$ cat src/sv/csp_pkg.sv
package csp_pkg;

  localparam int COORD_W   = 32;
  localparam int REG_W     = 31;
  localparam int SQ_STEPS  = 32;
  localparam int DIV_STEPS = 32;
  localparam int CFG_IDX_W = 2;

  typedef enum logic [CFG_IDX_W-1:0] {
    REG_RADIUS,
    REG_HALF_HEIGHT,
    REG_EPS
  } cfg_reg_t;

  // Data that rides along the square-root chain.
  typedef struct packed {
    logic [61:0]        num_x;
    logic [61:0]        num_z;
    logic               neg_x;
    logic               neg_z;
    logic               zero_xz;
    logic [COORD_W-1:0] py;
  } sq_side_t;

  typedef struct packed {
    logic [63:0] rad;
    logic [32:0] rem;
    logic [31:0] root;
    sq_side_t    side;
  } sq_stage_t;

  typedef struct packed {
    logic               neg_x;
    logic               neg_z;
    logic               zero_xz;
    logic [COORD_W-1:0] py;
  } div_side_t;

  typedef struct packed {
    logic [32:0] rem_x;
    logic [32:0] rem_z;
    logic [31:0] low_x;
    logic [31:0] low_z;
    logic [31:0] q_x;
    logic [31:0] q_z;
    logic [32:0] d;
    div_side_t   side;
  } div_stage_t;

endpackage

$ cat src/sv/csp_sqrt_cell.sv
module csp_sqrt_cell
  import csp_pkg::*;
(
  input  logic      clk,
  input  logic      rst_n,
  input  logic      en,
  input  logic      in_valid,
  input  sq_stage_t in_stage,
  output logic      out_valid,
  output sq_stage_t out_stage
);

  logic      valid_r;
  sq_stage_t stage_r;
  sq_stage_t stage_nxt;
  logic [34:0] trial;
  logic [34:0] sub;
  logic [34:0] diff;
  logic        ge;

  // One root bit per cell: bring down the next two radicand bits.
  always_comb begin
    trial = {in_stage.rem, in_stage.rad[63:62]};
    sub   = {1'b0, in_stage.root, 2'b01};
    diff  = trial - sub;
    ge    = trial >= sub;
    stage_nxt      = in_stage;
    stage_nxt.rad  = {in_stage.rad[61:0], 2'b00};
    stage_nxt.rem  = ge ? diff[32:0] : trial[32:0];
    stage_nxt.root = {in_stage.root[30:0], ge};
  end

  always_ff @(posedge clk) begin
    if (!rst_n) begin
      valid_r <= 1'b0;
    end else if (en) begin
      valid_r <= in_valid;
    end
  end

  always_ff @(posedge clk) begin
    if (en) begin
      stage_r <= stage_nxt;
    end
  end

  assign out_valid = valid_r;
  assign out_stage = stage_r;

endmodule

$ cat config.mk
export PLATFORM = sky130hd
export DESIGN_NAME = csp_sqrt_cell
export DESIGN_NICKNAME = d
export VERILOG_FILES = /design/src/sv/csp_pkg.sv /design/src/sv/csp_sqrt_cell.sv
export SDC_FILE = /design/constraint.sdc
export NUM_CORES = 1
export LEC_CHECK = 0
export ABC_AREA = 1
export BUFFER_PORTS_ARGS = -buffer_cell sky130_fd_sc_hd__buf_4
export CORE_AREA = 5 5 223 225
export CTS_BUF_LIST = sky130_fd_sc_hd__clkbuf_4
export CTS_CLUSTER_DIAMETER = 120
export DETAILED_ROUTE_END_ITERATION = 16
export DIE_AREA = 0 0 228 230
export PLACE_DENSITY = 0.51
export REMOVE_ABC_BUFFERS = 1
export SYNTH_ARGS = -nofsm -noshare
export SYNTH_HDL_FRONTEND = slang
export SYNTH_SLANG_ARGS = --single-unit
export TNS_END_PERCENT = 10
$ cat constraint.sdc
create_clock -name clk -period 5.6 [get_ports clk]
set_clock_uncertainty 0.1 [all_clocks]
set_input_delay 1.12 -clock clk [delete_from_list [all_inputs] [get_ports clk]]
set_output_delay 1.12 -clock clk [all_outputs]
set_load 0.02 [all_outputs]
==> results.toml <==
[worst_setup_path]
cp-start-kind = "input port"
cp_max_fo = 36
path_cells = "buf_4, inv_1, ha_1, nand2_1, inv_2, nand2_1, nand2_1, nand2_1, nand2_1, inv_1, nand3_1, nand2_2, nand2_4, inv_4, nand2_1, nand2_1"
crit_path_frequent_cell = "nand2_1"
path_buf_inv = 5
crit_family = "simple AND/OR/NAND/NOR gates"
slowest_stage = "ha_1"
cp_data_arrival_time_ns = 3.32
endpoint_kind = "register"
crit_type = "in -> reg"
slowest_delay_ns = 0.36
cp.required_ns = 6.00

[final_layout]
drive_gt1_share_pct = 42.9
num-nets-final = 1963
area_growth_syn_to_layout_pct = 52.0
nFillCells = 4741

[hold_path]
worstHoldPathType = "in -> reg"

[drt]
firstDrtPassIters = 5
drt_wl_total_mm = 51.7
drc_errors = 0
avgRoutedWirePerCell_um = 22.3
ant_nets = 0
vias = 9708
drt_iter0_drc = 503
vias_per_cell = 4.18

[timing]
rsz0062_at_grt = "false"
maxSlewHeadroom_pct = 28.9
period_share_pct = 52.1
fin_hold_ws_ns = 0.398
worstMarginPinSlew_ns = 1.07
fin_tns_setup_ns = 0
fin_crit_ns = 2.92
hold_viol_final = 0
setup_viol = 0
max_clock_freq_ghz = 0.343
slew_violations = 0

[yosys]
synth.avg_cell_area_sq_um = 12.1
synth_top_family_by_area = "simple AND/OR/NAND/NOR gates"
synth-seq-cells = 287
synthXorXnorAreaFrac_pct = 1.04
synth_cell_types = 28
synth_fa_ha_area_share_pct = 3.60
yosysSeqAreaShare_pct = 72.9
synth-compound-area-share_pct = 1.21
synth_mux_area_share_pct = 0
yosys.area_share.simple_pct = 15.5
syn_area_sq_um = 11800
syn_inst = 977
ys_warn_count = 0

[power]
leakage_uw = 0.00847
power_uw = 5760
power.internal_uw = 4050
p_switching_uw = 1710
power_frac_seq_pct = 45.8
p_clk_share_pct = 34.3
p_comb_share_pct = 19.8
p_per_area_nw_per_um2 = 321
max-vdd-ir-drop_uv = 152
swShare_pct = 29.7

[floorplanning]
die-width_um = 228
start_util_pct = 24.9
core_area_sq_um = 47300
rows = 80
ios = 581
fp.dieH_um = 230
floorplan.die_area_sq_um = 52400

[grt]
grt_overflow = 0
grt_pass1_wl_mm = 71.6
grt_usage_pct = 18.8
antenna_found_initial = 13
first_global_vias = 10100
grt_max_degree = 128

[placed_design]
dp_hpwl_mm = 41.8
port_buffers = 578
gp_congestion = 0.915

[cts]
cts_root_buf = "clkbuf_4"
numCtsBuffers = 84
insertion_delay_ns = 0.77
cts_setup_buffers = 0
htreeDepth = 3
cts_hold_buffers = 0
clock-sinks = 287
clock_path_buffers = 3
cts_resized = 0
cts_tree = "built"
clk_pin_slew_ns = 0.07

[run_status]
status = "finished, final reports clean"

[flow_run]
cap_violations = 0
## per-layer routing
| metal | GRT usage, % | share of wire [%] | vias up |
|---|---|---|---|
| met4 | 6.69 | 3.1 | 12 |
| met2 | 34.9 | 53 | 377 |
| met5 | 0 | 0.16 | - |
| met3 | 6.64 | 6.8 | 92 |
| met1 | 19.7 | 37 | 4616 |
| li1 | - | - | 4611 |
## layout by cell type, fill, tap and decap left out
cell type,netlist,routed
inv_4,1,1
diode_2,0,7
edfxtp_1,286,286
a21oi_1,22,22
nor2_1,38,38
nor2_2,5,5
inv_6,0,5
nand4_1,4,4
o211a_1,1,1
buf_8,0,1
a21o_1,1,1
o21ai_0,2,2
and2_1,7,7
clkinv_1,0,22
ha_1,34,34
xor2_1,14,14
inv_2,11,12
nand2_1,327,327
buf_4,5,579
conb_1,1,2
clkbuf_4,0,115
nand2_4,1,1
nand2_2,2,2
nand3b_1,10,10
bufinv_16,0,1
or2_2,1,1
and3_1,1,1
buf_12,0,1
clkinv_2,0,4
nand3_2,1,1
inv_1,149,149
dfxtp_1,1,1
nand3_1,39,39
nor3_1,9,9
o21ai_1,1,1
## cell usage after synthesis, drive strengths merged
| master | n | share of area [%] |
|---|---|---|
| or2 | 1 | 0.053 |
| and2 | 7 | 0.37 |
| dfxtp | 1 | 0.17 |
| buf | 8 | 0.60 |
| nand4 | 4 | 0.21 |
| a21oi | 22 | 0.93 |
| conb | 1 | 0.032 |
| ha | 34 | 3.6 |
| nor2 | 43 | 1.5 |
| o21ai | 3 | 0.13 |
| nand3b | 10 | 0.64 |
| a21o | 1 | 0.064 |
| edfxtp | 286 | 73 |
| inv | 161 | 5.1 |
| o211a | 1 | 0.085 |
| xor2 | 14 | 1.0 |
| nand3 | 40 | 1.7 |
| and3 | 1 | 0.053 |
| nand2 | 330 | 11 |
| nor3 | 9 | 0.38 |
## cell families (layout without fill, tap and decap cells)
kind of cell               count (synthesis)  count (layout)
and+or+nand+nor                          445             445
DFF                                      287             287
buffers and inverters                    169             890
adders and majority gates                 34              34
AOI/OAI and AO/OA                         27              27
xor gates and xnor gates                  14              14
other                                      1               9
## metrics by stage
stage	util (%)	area [sq um]	setup slack [ns]	instances
floorplan	-	11700	2.66	970
global placement	35.7	16900	1.86	2166
detailed placement	35.7	16900	1.84	2166
CTS	37.9	17900	2.73	2314
global route	37.9	18000	2.55	2321
finish	37.9	18000	2.68	2321
## cell type report
class | instances | area [sq um] | share of cell area, %
timing repair buffer | 581 | 4380 | 24.4
multi-input combinational | 522 | 2530 | 14.1
tap | 615 | 769 | 4.29
sequential | 287 | 8610 | 47.9
inverter | 161 | 607 | 3.38
clock inverter | 33 | 180 | 1.00
clock buffer | 115 | 863 | 4.81
antenna | 7 | 17.5 | 0.0975
## worst paths after layout
| check | startpoint | endpoint | slack, ns | cells after the start |
|---|---|---|---|---|
| min reg2reg | out_valid | out_valid | 0.44 | 2 |
| min | in_stage[135] | out_stage[135] | 0.40 | 1 |
| max | in_stage[171] | out_stage[214] | 2.68 | 16 |
| max reg2reg | out_valid | out_valid | 4.83 | 2 |
## worst reg2reg max path: stages, from the launching register on
cell     delay [ns]
dfxtp_1        0.31
o21ai_0        0.15
a21oi_1        0.06
## sequential cells by signal, summed over array words and instances, names as in the netlist
signal	cells
out_stage	286
out_valid	1
## power groups by stage
stage	registers [uW]	clock network (uW)	logic [uW]
2_1_floorplan	2920	0	259
3_3_place_gp	2680	0	1160
3_5_place_dp	2680	0	1170
4_1_cts	2640	2080	1170
5_1_grt	2660	2210	1220
6_report	2640	1980	1140
Power figures use the tool's default switching activity.
