File: src/sv/csp_pkg.sv
package csp_pkg;

  localparam int COORD_W   = 32;
  localparam int REG_W     = 31;
  localparam int SQ_STEPS  = 32;
  localparam int DIV_STEPS = 32;
  localparam int CFG_IDX_W = 2;

  typedef enum logic [CFG_IDX_W-1:0] {
    REG_RADIUS,
    REG_HALF_HEIGHT,
    REG_EPS
  } cfg_reg_t;

  // Data that rides along the square-root chain.
  typedef struct packed {
    logic [61:0]        num_x;
    logic [61:0]        num_z;
    logic               neg_x;
    logic               neg_z;
    logic               zero_xz;
    logic [COORD_W-1:0] py;
  } sq_side_t;

  typedef struct packed {
    logic [63:0] rad;
    logic [32:0] rem;
    logic [31:0] root;
    sq_side_t    side;
  } sq_stage_t;

  typedef struct packed {
    logic               neg_x;
    logic               neg_z;
    logic               zero_xz;
    logic [COORD_W-1:0] py;
  } div_side_t;

  typedef struct packed {
    logic [32:0] rem_x;
    logic [32:0] rem_z;
    logic [31:0] low_x;
    logic [31:0] low_z;
    logic [31:0] q_x;
    logic [31:0] q_z;
    logic [32:0] d;
    div_side_t   side;
  } div_stage_t;

endpackage

File: src/sv/csp_div_cell.sv
module csp_div_cell
  import csp_pkg::*;
(
  input  logic       clk,
  input  logic       rst_n,
  input  logic       en,
  input  logic       in_valid,
  input  div_stage_t in_stage,
  output logic       out_valid,
  output div_stage_t out_stage
);

  logic       valid_r;
  div_stage_t stage_r;
  div_stage_t stage_nxt;
  logic [33:0] trial_x;
  logic [33:0] trial_z;
  logic [33:0] diff_x;
  logic [33:0] diff_z;
  logic        ge_x;
  logic        ge_z;

  // One quotient bit per lane and cell, restoring form.
  always_comb begin
    trial_x = {in_stage.rem_x, in_stage.low_x[31]};
    trial_z = {in_stage.rem_z, in_stage.low_z[31]};
    diff_x  = trial_x - {1'b0, in_stage.d};
    diff_z  = trial_z - {1'b0, in_stage.d};
    ge_x    = trial_x >= {1'b0, in_stage.d};
    ge_z    = trial_z >= {1'b0, in_stage.d};
    stage_nxt       = in_stage;
    stage_nxt.rem_x = ge_x ? diff_x[32:0] : trial_x[32:0];
    stage_nxt.rem_z = ge_z ? diff_z[32:0] : trial_z[32:0];
    stage_nxt.low_x = {in_stage.low_x[30:0], 1'b0};
    stage_nxt.low_z = {in_stage.low_z[30:0], 1'b0};
    stage_nxt.q_x   = {in_stage.q_x[30:0], ge_x};
    stage_nxt.q_z   = {in_stage.q_z[30:0], ge_z};
  end

  always_ff @(posedge clk) begin
    if (!rst_n) begin
      valid_r <= 1'b0;
    end else if (en) begin
      valid_r <= in_valid;
    end
  end

  always_ff @(posedge clk) begin
    if (en) begin
      stage_r <= stage_nxt;
    end
  end

  assign out_valid = valid_r;
  assign out_stage = stage_r;

endmodule

File: config.mk
export PLATFORM = sky130hd
export DESIGN_NAME = csp_div_cell
export DESIGN_NICKNAME = d
export VERILOG_FILES = /design/src/sv/csp_pkg.sv /design/src/sv/csp_div_cell.sv
export SDC_FILE = /design/constraint.sdc
export NUM_CORES = 1
export LEC_CHECK = 0
export BUFFER_PORTS_ARGS = -buffer_cell sky130_fd_sc_hd__buf_2
export CORE_AREA = 10 10 195 197
export CTS_CLUSTER_DIAMETER = 150
export CTS_CLUSTER_SIZE = 24
export DETAILED_ROUTE_END_ITERATION = 12
export DIE_AREA = 0 0 205 207
export HOLD_SLACK_MARGIN = 0.15
export MAX_ROUTING_LAYER = met4
export PLACE_DENSITY = 0.61
export SLEW_MARGIN = 20
export SYNTH_ARGS = -nofsm -noshare
export SYNTH_HDL_FRONTEND = slang
export SYNTH_SLANG_ARGS = --single-unit
File: constraint.sdc
create_clock -name clk -period 4.4 [get_ports clk]
set_clock_uncertainty 0.05 [all_clocks]
set_input_delay 0.44 -clock clk [delete_from_list [all_inputs] [get_ports clk]]
set_output_delay 0.44 -clock clk [all_outputs]
set_load 0.01 [all_outputs]
==> results of run 1 <==
==> cell usage in the layout, fill, tap and decap left out, types with 29 or more instances in the layout <==
| master | instances |
|---|---|
| buf_2 | 523 |
| edfxtp_1 | 260 |
| dlygate4sd3_1 | 193 |
| ha_1 | 66 |
| inv_1 | 57 |
| a21oi_1 | 51 |
| nor2_1 | 47 |
| a21o_1 | 42 |
| nand2_1 | 34 |
| xnor2_1 | 34 |
| mux2_2 | 29 |
==> stage by stage <==
step	cell area, um^2	std cells	worst slack [ns]	total power [mW]
3_3_place_gp	15700	1870	0.265	4.57
4_1_cts	18000	2084	0.253	6.20
3_5_place_dp	15700	1870	0.227	4.59
2_1_floorplan	12500	906	0.625	3.92
6_report	18100	2099	0.286	6.12
5_1_grt	18100	2099	0.0658	6.41
==> per-layer routing <==
layer / global-route usage / up-vias
li1: - / 4908
met1: 0.278 / 5216
met2: 0.409 / 434
met3: 0.0565 / 71
met4: 0.0816 / 0
met5: - / -
==> report_power, final <==
part	switching [mW]	internal [mW]
Clock	0.801	0.632
Combinational	0.867	0.725
Sequential	0.0663	3.03
Total	1.73	4.39
==> worst register-to-register path, cell delays in order, from the launching register on <==
cell and delay, ns:
dfxtp_1 0.33, mux2i_1 0.12, nor2b_1 0.06, dlygate4sd3_1 0.55
==> logic make-up after synthesis <==
logic type	Yosys count	synth area share
muxes	53	0.0528
adders and majority gates	68	0.0691
buffers and inverters	85	0.0299
other	1	0.000299
xor gates and xnor gates	47	0.0328
DFF	261	0.624
and+or+nand+nor	175	0.0708
AOI/OAI and AO/OA	215	0.120
==> final timing paths <==
| check | cells after the start | to | slack, ns | from |
|---|---|---|---|---|
| max | 13 | out_stage[197]$_DFFE_PP_ | 0.29 | in_stage[36] |
| min | 2 | out_stage[237]$_DFFE_PP_ | 0.20 | in_stage[236] |
| min reg2reg | 3 | out_valid$_SDFFE_PN0P_ | 1.05 | out_valid$_SDFFE_PN0P_ |
| max reg2reg | 3 | out_valid$_SDFFE_PN0P_ | 3.18 | out_valid$_SDFFE_PN0P_ |
==> flip-flops by register name, indices dropped and copies added (netlist names) <==
name       count
out_valid      1
out_stage    260
==> cell type report <==
class	instances	share of cell area
clock buffer	20	0.0218
inverter	58	0.0125
timing repair buffer	729	0.259
antenna	15	0.00208
multi-input combinational	560	0.240
sequential	261	0.433
tap	455	0.0315
clock inverter	1	0.000277
==> results.md, run 1 <==
* Worst Hold Slack at around 0.2 ns
* Die Area at approximately 42000 um^2
* Post-Syn Instances at 905
* Worst-path cell chain: dlygate4sd3_1, buf_2, inv_1, fa_1, a21o_1, a221oi_2, o221ai_2, a2111o_1, a211oi_4, o31a_4, o21a_1, buf_4, mux2_2
* Worst setup EP type: flip-flop
* Drt pass-1 iters at 8
* End-of-flow core utilization at 0.530
* Register area at 7830 um^2
* Total track usage at 0.243
* Ys flop type: edfxtp_1
* Top routing layer used: met4
* EDFF count, synth at 260
* CP arrival at ~4.3 ns
* H-tree depth at 1
* Vias in the first global route at roughly 11k
* DRT iter0 DRCs at between 600 and 700
* Share of post-route cells with drive strength above 1 at 0.384
* Pin count of the biggest net entering global routing at approximately 130
* Maximum vdd drop at 0.225 mV
* Setup Crit Path Kind: primary input to flip-flop
* Critical path launch point type: primary input
* Top post-synthesis cells by count: 260 x edfxtp_1, 66 x ha_1, 57 x inv_1
* Antenna violations before repair at 15
* Clock sinks at 261
* Postcts setup bufs at 0
* DR vias at 10.6k
* Initial Utilization at 0.368
* Max Slew Vio Count at 0
* Layout fillers at ~2.9k
* GR Overflow Total at 0
* Crit path buf inv count at 4
* Total CTS buffers at 14
* Core Footprint at roughly 34000 um^2
* Die height at 207 um
* Syn-to-layout area delta at 44.2%
* FF+latch count, synth at ~260
* CTS Buffer Depth at 3
* Die Span X at a little over 200 um
* Cell variety after synth at just under 70
* HP Class: primary input to flip-flop
* Nets at approximately 2.0k
* Area leader, netlist: edfxtp_1
* Clock Latency Late Sink at about 0.5 ns
* Shortest period the worst path allows at 4.11 ns
* CTS tree: done
* Final ANT Viol Nets at 0
* Max_cap viols at 0
* I/O Buffers at around 520
* Hold buffers post-CTS at roughly 190
* Syn. warnings at 0
* Avg WL per Cell at ~25 um
* Synth Area per Inst at roughly 14 um^2
* Crit-path max cell delay at 0.55 ns
* Hold Fails Final Rpt at 0
* Met3 Wirelength at ~3600 um
* Most common cell in the synthesized netlist: edfxtp_1
* Share of the synthesized area in the top cell type at 0.623
* Pwr Density at 339 nW/um^2
* Asr flop ratio synth at 0
* Fmax at about 240 MHz
* Vias per cell at a little over 5
* Post-CTS sizing at 0
* Routed WL at 52300 um
* Final setup TNS at 0 ns
* Critical path's slowest cell: dlygate4sd3_1
* Area contributors post-synth: edfxtp_1 62%, ha_1 6.6%, mux2_2 2.6%, a21o_1 2.5%, xnor2_1 2.4%
* Metal2 WL at roughly 26000 um
* Rel. slew slack at 0.310
* DRC Markers at 0
* I/O pin count at ~530
* WP data required at ~4.6 ns
* CTS root buffer: clkbuf_16
* Outcome: finished, final reports clean
* First-pass GRT wire length at approximately 75000 um
* Part of the cycle the worst path needs at 0.935
* Seq/Total Area, Yosys at 0.624
* RSZ-0062 raised after global routing: false
* Area occupied by multi-input gates at between 4000 and 5000 um^2
* Post-DP HPWL at between 40000 and 50000 um
* Row cnt at 68
* Reg clk slew, reported paths at 0.11 ns
* Largest delay share family, worst path: compound AO/OA/AOI/OAI gates
* Final Setup Violations at 0
* Static Leak at about 8 nW
* Wl on met1 at between 20000 and 25000 um
* RePlAce Congestion at 0.929
* Mapped Area at ~13000 um^2
* Worst Path Max Fanout at 7
* Slew @ Worst Pin at 1.03 ns
(Power assumes the default switching activity.)
==> inputs of run 2 (changes only) <==
--- a/config.mk
+++ b/config.mk
@@ -14,6 +14,7 @@
 export HOLD_SLACK_MARGIN = 0.15
 export MAX_ROUTING_LAYER = met4
 export PLACE_DENSITY = 0.61
+export RECOVER_POWER = 25
 export SLEW_MARGIN = 20
 export SYNTH_ARGS = -nofsm -noshare
 export SYNTH_HDL_FRONTEND = slang
==> run 2 against run 1 <==
The flow now finishes with violations (max-capacitance violations, max-slew violations). Clock power barely moved. Via count down 0.52%. Global-route usage is the same. Maximum frequency is essentially flat. First-iteration DRC count shrank 6.4%. Sequential share of layout area is 0.14 points higher. Die area unchanged. Setup slack worse by 0.0011 ns. Cell count is the same. Sequential cell count unchanged. Utilization fell by 0.17 points. Power is essentially flat. Critical endpoint unchanged. Largest power group unchanged.
==> results.md, run 2 (synthesized netlist as in run 1, its figures left out) <==
* Total CTS buffers at 14
* Largest register FFs at between 200 and 300
* Routed WL at 52300 um
* WP data required at about 4.6 ns
* Max Slew Vio Count at ~130
* Initial Utilization at 0.368
* Antenna violations before repair at 15
* Die Span X at just over 200 um
* Core Footprint at roughly 34000 um^2
* Rel. slew slack at -1.27
* Worst-path cell chain: dlygate4sd3_1, clkbuf_1, inv_1, ha_1, and3_2, a221oi_2, o221ai_2, a2111o_1, a211oi_4, o31a_4, o21a_1, buf_4, mux2_2
* Worst Hold Slack at 0.201 ns
* Static Leak at 7.89 nW
* Worst setup EP type: flip-flop
* Setup Crit Path Kind: primary input to flip-flop
* GR Overflow Total at 0
* CP arrival at approximately 4.3 ns
* Part of the cycle the worst path needs at 0.935
* CTS Buffer Depth at 3
* First-pass GRT wire length at 74900 um
* H-tree depth at 1
* DRC Markers at 0
* Worst Path Max Fanout at 7
* Shortest period the worst path allows at 4.12 ns
* Final Setup Violations at 0
* Total track usage at 0.243
* Slew @ Worst Pin at approximately 3.4 ns
* Post-CTS sizing at 0
* Reg clk slew, reported paths at ~0.10 ns
* Failing checks: max-capacitance violations, max-slew violations
* Final ANT Viol Nets at 0
* Syn-to-layout area delta at 43.7%
* Crit path buf inv count at 4
* Max_cap viols at 1
* HP Class: primary input to flip-flop
* DRT iter0 DRCs at roughly 620
* Die height at 207 um
* CTS tree: done
* Fmax at between 200 and 250 MHz
* Share of post-route cells with drive strength above 1 at 0.361
* DR vias at about 11k
* RSZ-0062 raised after global routing: false
* Post-DP HPWL at slightly above 40000 um
* Non-filler cells, final at around 2.1k
* I/O Buffers at about 520
* Pin count of the biggest net entering global routing at ~130
* Drt pass-1 iters at 7
* Largest delay share family, worst path: compound AO/OA/AOI/OAI gates
* Clock Latency Late Sink at around 0.5 ns
* Hold Fails Final Rpt at 0
* Pwr Density at roughly 340 nW/um^2
* Nets at roughly 2.0k
* Row cnt at a little under 70
* Most frequent cells in the layout: 484 x buf_2, 260 x edfxtp_1, 193 x dlygate4sd3_1
* Critical path launch point type: primary input
* Vias per cell at a little over 5
* Avg WL per Cell at between 20 and 25 um
* Die Area at approximately 42000 um^2
* I/O pin count at approximately 530
* Outcome: finished with violations
* Commonest non-fill, non-tap cell in the layout: buf_2
* RePlAce Congestion at 0.929
* Vias in the first global route at 10.9k
* CTS root buffer: clkbuf_16
* Final setup TNS at 0 ns
* Critical path's slowest cell: dlygate4sd3_1
* Placed Instances at 1870
* Crit-path max cell delay at between 0.5 and 0.6 ns
* Maximum vdd drop at roughly 0.22 mV
* Clock sinks at ~260
## run 2: cell count changes in the layout (fill, tap and decap cells not counted)
| cell | previous run | this run |
|---|---|---|
| buf_2 | 523 | 484 |
| clkbuf_1 | 5 | 41 |
| clkbuf_2 | 0 | 3 |
| buf_1 | 0 | 1 |
| buf_8 | 1 | 0 |
## run 2: per-layer routing
| layer | up-vias | GRT usage | wire length [um] |
|---|---|---|---|
| li1 | 4912 | - | - |
| met1 | 5171 | 0.278 | 20700 |
| met2 | 418 | 0.409 | 26200 |
| met3 | 73 | 0.0565 | 3570 |
| met4 | 0 | 0.0816 | 1830 |
| met5 | - | - | 0 |
## run 2: final timing paths
path	start	to	slack [ns]	cells past startpoint
worst max-delay path	in_stage[38]	out_stage[197]$_DFFE_PP_	0.28	13
worst min-delay path	in_stage[236]	out_stage[237]$_DFFE_PP_	0.20	2
worst max register to register	out_valid$_SDFFE_PN0P_	out_valid$_SDFFE_PN0P_	3.13	3
worst min register to register	out_valid$_SDFFE_PN0P_	out_valid$_SDFFE_PN0P_	1.04	3
## run 2: where the power goes
group / internal, mW / switching, mW / leakage (nW)
Combinational: 0.721 / 0.866 / 5.15
Sequential: 3.03 / 0.0664 / 2.55
Clock: 0.632 / 0.796 / 0.195
## run 2: area by class of cell
| cell class | count | area, um^2 |
|---|---|---|
| Antenna cell | 15 | 37.5 |
| Clock buffer | 20 | 394 |
| Clock inverter | 1 | 5.00 |
| Fill cell | 2969 | 16100 |
| Inverter | 58 | 225 |
| Multi-Input combinational cell | 560 | 4340 |
| Sequential cell | 261 | 7830 |
| Tap cell | 455 | 569 |
| Timing Repair Buffer | 729 | 4620 |
## run 2: worst reg2reg max path: cells and delay by family, from the launching register on
kind,cells,cell delay [ns]
buffers and inverters,1,0.56
DFF,1,0.35
and+or+nand+nor,1,0.20
muxes,1,0.07
## run 2: what timing repair did
| item | in CTS | in global routing |
|---|---|---|
| buffers inserted | 0 | 0 |
| hold buffers | 193 | 0 |
| hold endpoints to repair | 192 | 0 |
## run 2: metrics by stage
step / utilization / power (mW) / cell area (um^2) / worst slack [ns]
after floorplan: - / 3.92 / 12500 / 0.625
after global placement: 0.460 / 4.57 / 15700 / 0.265
after detailed placement: 0.460 / 4.59 / 15700 / 0.227
after CTS: 0.529 / 6.20 / 18000 / 0.253
after global routing: 0.528 / 6.41 / 18000 / 0.0658
final: 0.528 / 6.12 / 18000 / 0.285
==> inputs of run 3 (changes only) <==
--- a/config.mk
+++ b/config.mk
@@ -11,6 +11,7 @@
 export CTS_CLUSTER_SIZE = 24
 export DETAILED_ROUTE_END_ITERATION = 12
 export DIE_AREA = 0 0 205 207
+export GPL_TIMING_DRIVEN = 0
 export HOLD_SLACK_MARGIN = 0.15
 export MAX_ROUTING_LAYER = met4
 export PLACE_DENSITY = 0.61
==> run 3 against run 2 <==
Sequential power about the same. Non-clock buffer count up 19. Register-to-register slack gained 0.07 ns. Setup slack got worse by 0.15 ns. Power rose by 0.12%. Maximum frequency is 3.6% lower. Hold slack got worse by 0.0065 ns. Routed wire length increased by 0.44%. First-iteration DRC count is 2.4% lower. Sequential share of layout area down 0.37 points. Count of clock-buffer cells in the layout unchanged. The run still ends with max-capacitance violations, max-slew violations left. Sequential cell count did not move.
==> results.md, run 3 (synthesized netlist as in run 1, its figures left out) <==
* Initial Utilization at 0.368
* Max Slew Vio Count at 43
* Clock Latency Late Sink at approximately 0.50 ns
* Part of the cycle the worst path needs at 0.970
* Critical path's slowest cell: dlygate4sd3_1
* I/O pin count at 529
* Largest delay share family, worst path: compound AO/OA/AOI/OAI gates
* I/O Buffers at between 500 and 600
* Die Area at ~42000 um^2
* Layout fillers at approximately 2.9k
* Outcome: finished with violations
* Total track usage at 0.243
* Worst-path cell chain: dlygate4sd3_1, buf_2, inv_1, ha_1, a21oi_1, a2bb2oi_1, a21oi_1, a31o_2, o2111a_1, o31a_1, nor2_1, inv_1, clkbuf_2, mux2_2
* Worst Path Max Fanout at 10
* Clock sinks at about 260
* Crit-path max cell delay at 0.53 ns
* Fmax at about 230 MHz
* Routed WL at about 52000 um
* DRT iter0 DRCs at between 600 and 700
* CTS tree: done
* Grt met1 use at 0.273
* First-pass GRT wire length at 75200 um
* Antenna violations before repair at 15
* Post-route cell area at 18200 um^2
* Avg WL per Cell at about 25 um
* Global Route met3 Usage at 0.0655
* Core Footprint at approximately 34000 um^2
* HP Class: primary input to flip-flop
* Most frequent cells in the layout: 495 x buf_2, 260 x edfxtp_1, 194 x dlygate4sd3_1
* Slew @ Worst Pin at roughly 2.8 ns
* DRC Markers at 0
* H-tree depth at 1
* RSZ-0062 raised after global routing: false
* Share of post-route cells with drive strength above 1 at 0.362
* Nets at between 1.5k and 2k
* Commonest non-fill, non-tap cell in the layout: buf_2
* WP data required at roughly 4.6 ns
* Final setup TNS at 0 ns
* Reg-to-reg setup timing slack at 3.20 ns
* Total CTS buffers at 14
* Syn-to-layout area delta at 45.0%
* Setup Crit Path Kind: primary input to flip-flop
* Final Setup Violations at 0
* Reg clk slew, reported paths at ~0.11 ns
* Failing checks: max-capacitance violations, max-slew violations
* Die Span X at around 200 um
* DR vias at about 11k
* RePlAce Congestion at about 0.92
* Final ANT Viol Nets at 0
* Placed cell area at between 15000 and 20000 um^2
* Worst setup EP type: flip-flop
* Row cnt at slightly below 70
* Largest register FFs at between 200 and 300
* Pre-CTS WS at -0.206 ns
* Crit path buf inv count at 5
* Pin count of the biggest net entering global routing at approximately 100
* Post-DP HPWL at about 41000 um
* CTS Buffer Depth at 3
* Die height at just over 200 um
* CP arrival at about 4.5 ns
* Hold Fails Final Rpt at 0
* Routing usage on met2 at 0.398
* Vias per cell at 5.04
* Setup WS post-layout at around 0.13 ns
* Global route hottest layer: met2
* Max_cap viols at 1
* GR Overflow Total at 0
* Pwr Density at 337 nW/um^2
* Drt pass-1 iters at 5
* Static Leak at about 8.0 nW
* Critical path launch point type: primary input
* CTS root buffer: clkbuf_16
* Rel. slew slack at -0.897
* Vias in the first global route at 11.1k
* Maximum vdd drop at around 0.23 mV
* Shortest period the worst path allows at about 4.3 ns
run 3: cell count changes in the layout (fill, tap and decap cells not counted), sizes merged:
cell         change
clkbuf          +11
buf              +7
diode            +4
dlygate4sd3      +1
run 3: power by group:
group | switching (mW) | leakage, nW | internal, mW
combinational | 0.876 | 5.22 | 0.725
clock | 0.798 | 0.195 | 0.632
sequential | 0.0626 | 2.55 | 3.03
run 3: worst paths after layout:
kind	start	depth (start not counted)	endpoint
worst min-delay path	in_stage[205]	2	out_stage[206]$_DFFE_PP_
worst max-delay path	in_stage[46]	14	out_stage[252]$_DFFE_PP_
worst max register to register	out_valid$_SDFFE_PN0P_	3	out_valid$_SDFFE_PN0P_
worst min register to register	out_valid$_SDFFE_PN0P_	3	out_valid$_SDFFE_PN0P_
run 3: metal layers:
layer | vias to the layer above | part of all wire | wire [um]
met5 | - | 0 | 0
met2 | 415 | 0.49 | 25600
met4 | 0 | 0.048 | 2500
met1 | 5232 | 0.39 | 20700
met3 | 93 | 0.071 | 3740
li1 | 4965 | - | -
run 3: worst register-to-register path, delay by kind of cell, from the launching register on:
family | cells | cell delay [ns]
buffers and inverters | 1 | 0.54
flip-flops | 1 | 0.32
multiplexers | 1 | 0.13
AND/OR/NAND/NOR | 1 | 0.05
run 3: area by class of cell:
cell class                      instances  area (um^2)  area share
Timing Repair Buffer                  721         4610       0.254
Clock buffer                           20          394      0.0217
Inverter                               58          225      0.0124
Clock inverter                          1         5.00    0.000275
Multi-Input combinational cell        560         4350       0.239
Tap cell                              455          569      0.0313
Buffer                                 27          153     0.00840
Sequential cell                       261         7830       0.431
Antenna cell                           19         47.5     0.00262
run 3: through the flow:
stage	std cells	total power, mW	hold WS [ns]	utilization
finish	2122	6.12	0.194	0.533
global route	2118	6.40	0.171	0.532
CTS	2103	6.19	0.166	0.533
detailed placement	1888	4.59	0.469	0.464
global placement	1885	4.59	0.451	0.461
floorplan	906	3.92	0.488	-
run 3: timing repair:
| item | CTS | global route |
|---|---|---|
| setup buffers | 0 | 0 |
| hold buffers | 194 | 0 |
| resized for setup | 0 | 4 |
| endpoints found under the hold margin | 193 | 0 |
| setup endpoints to repair | 0 | 18 |
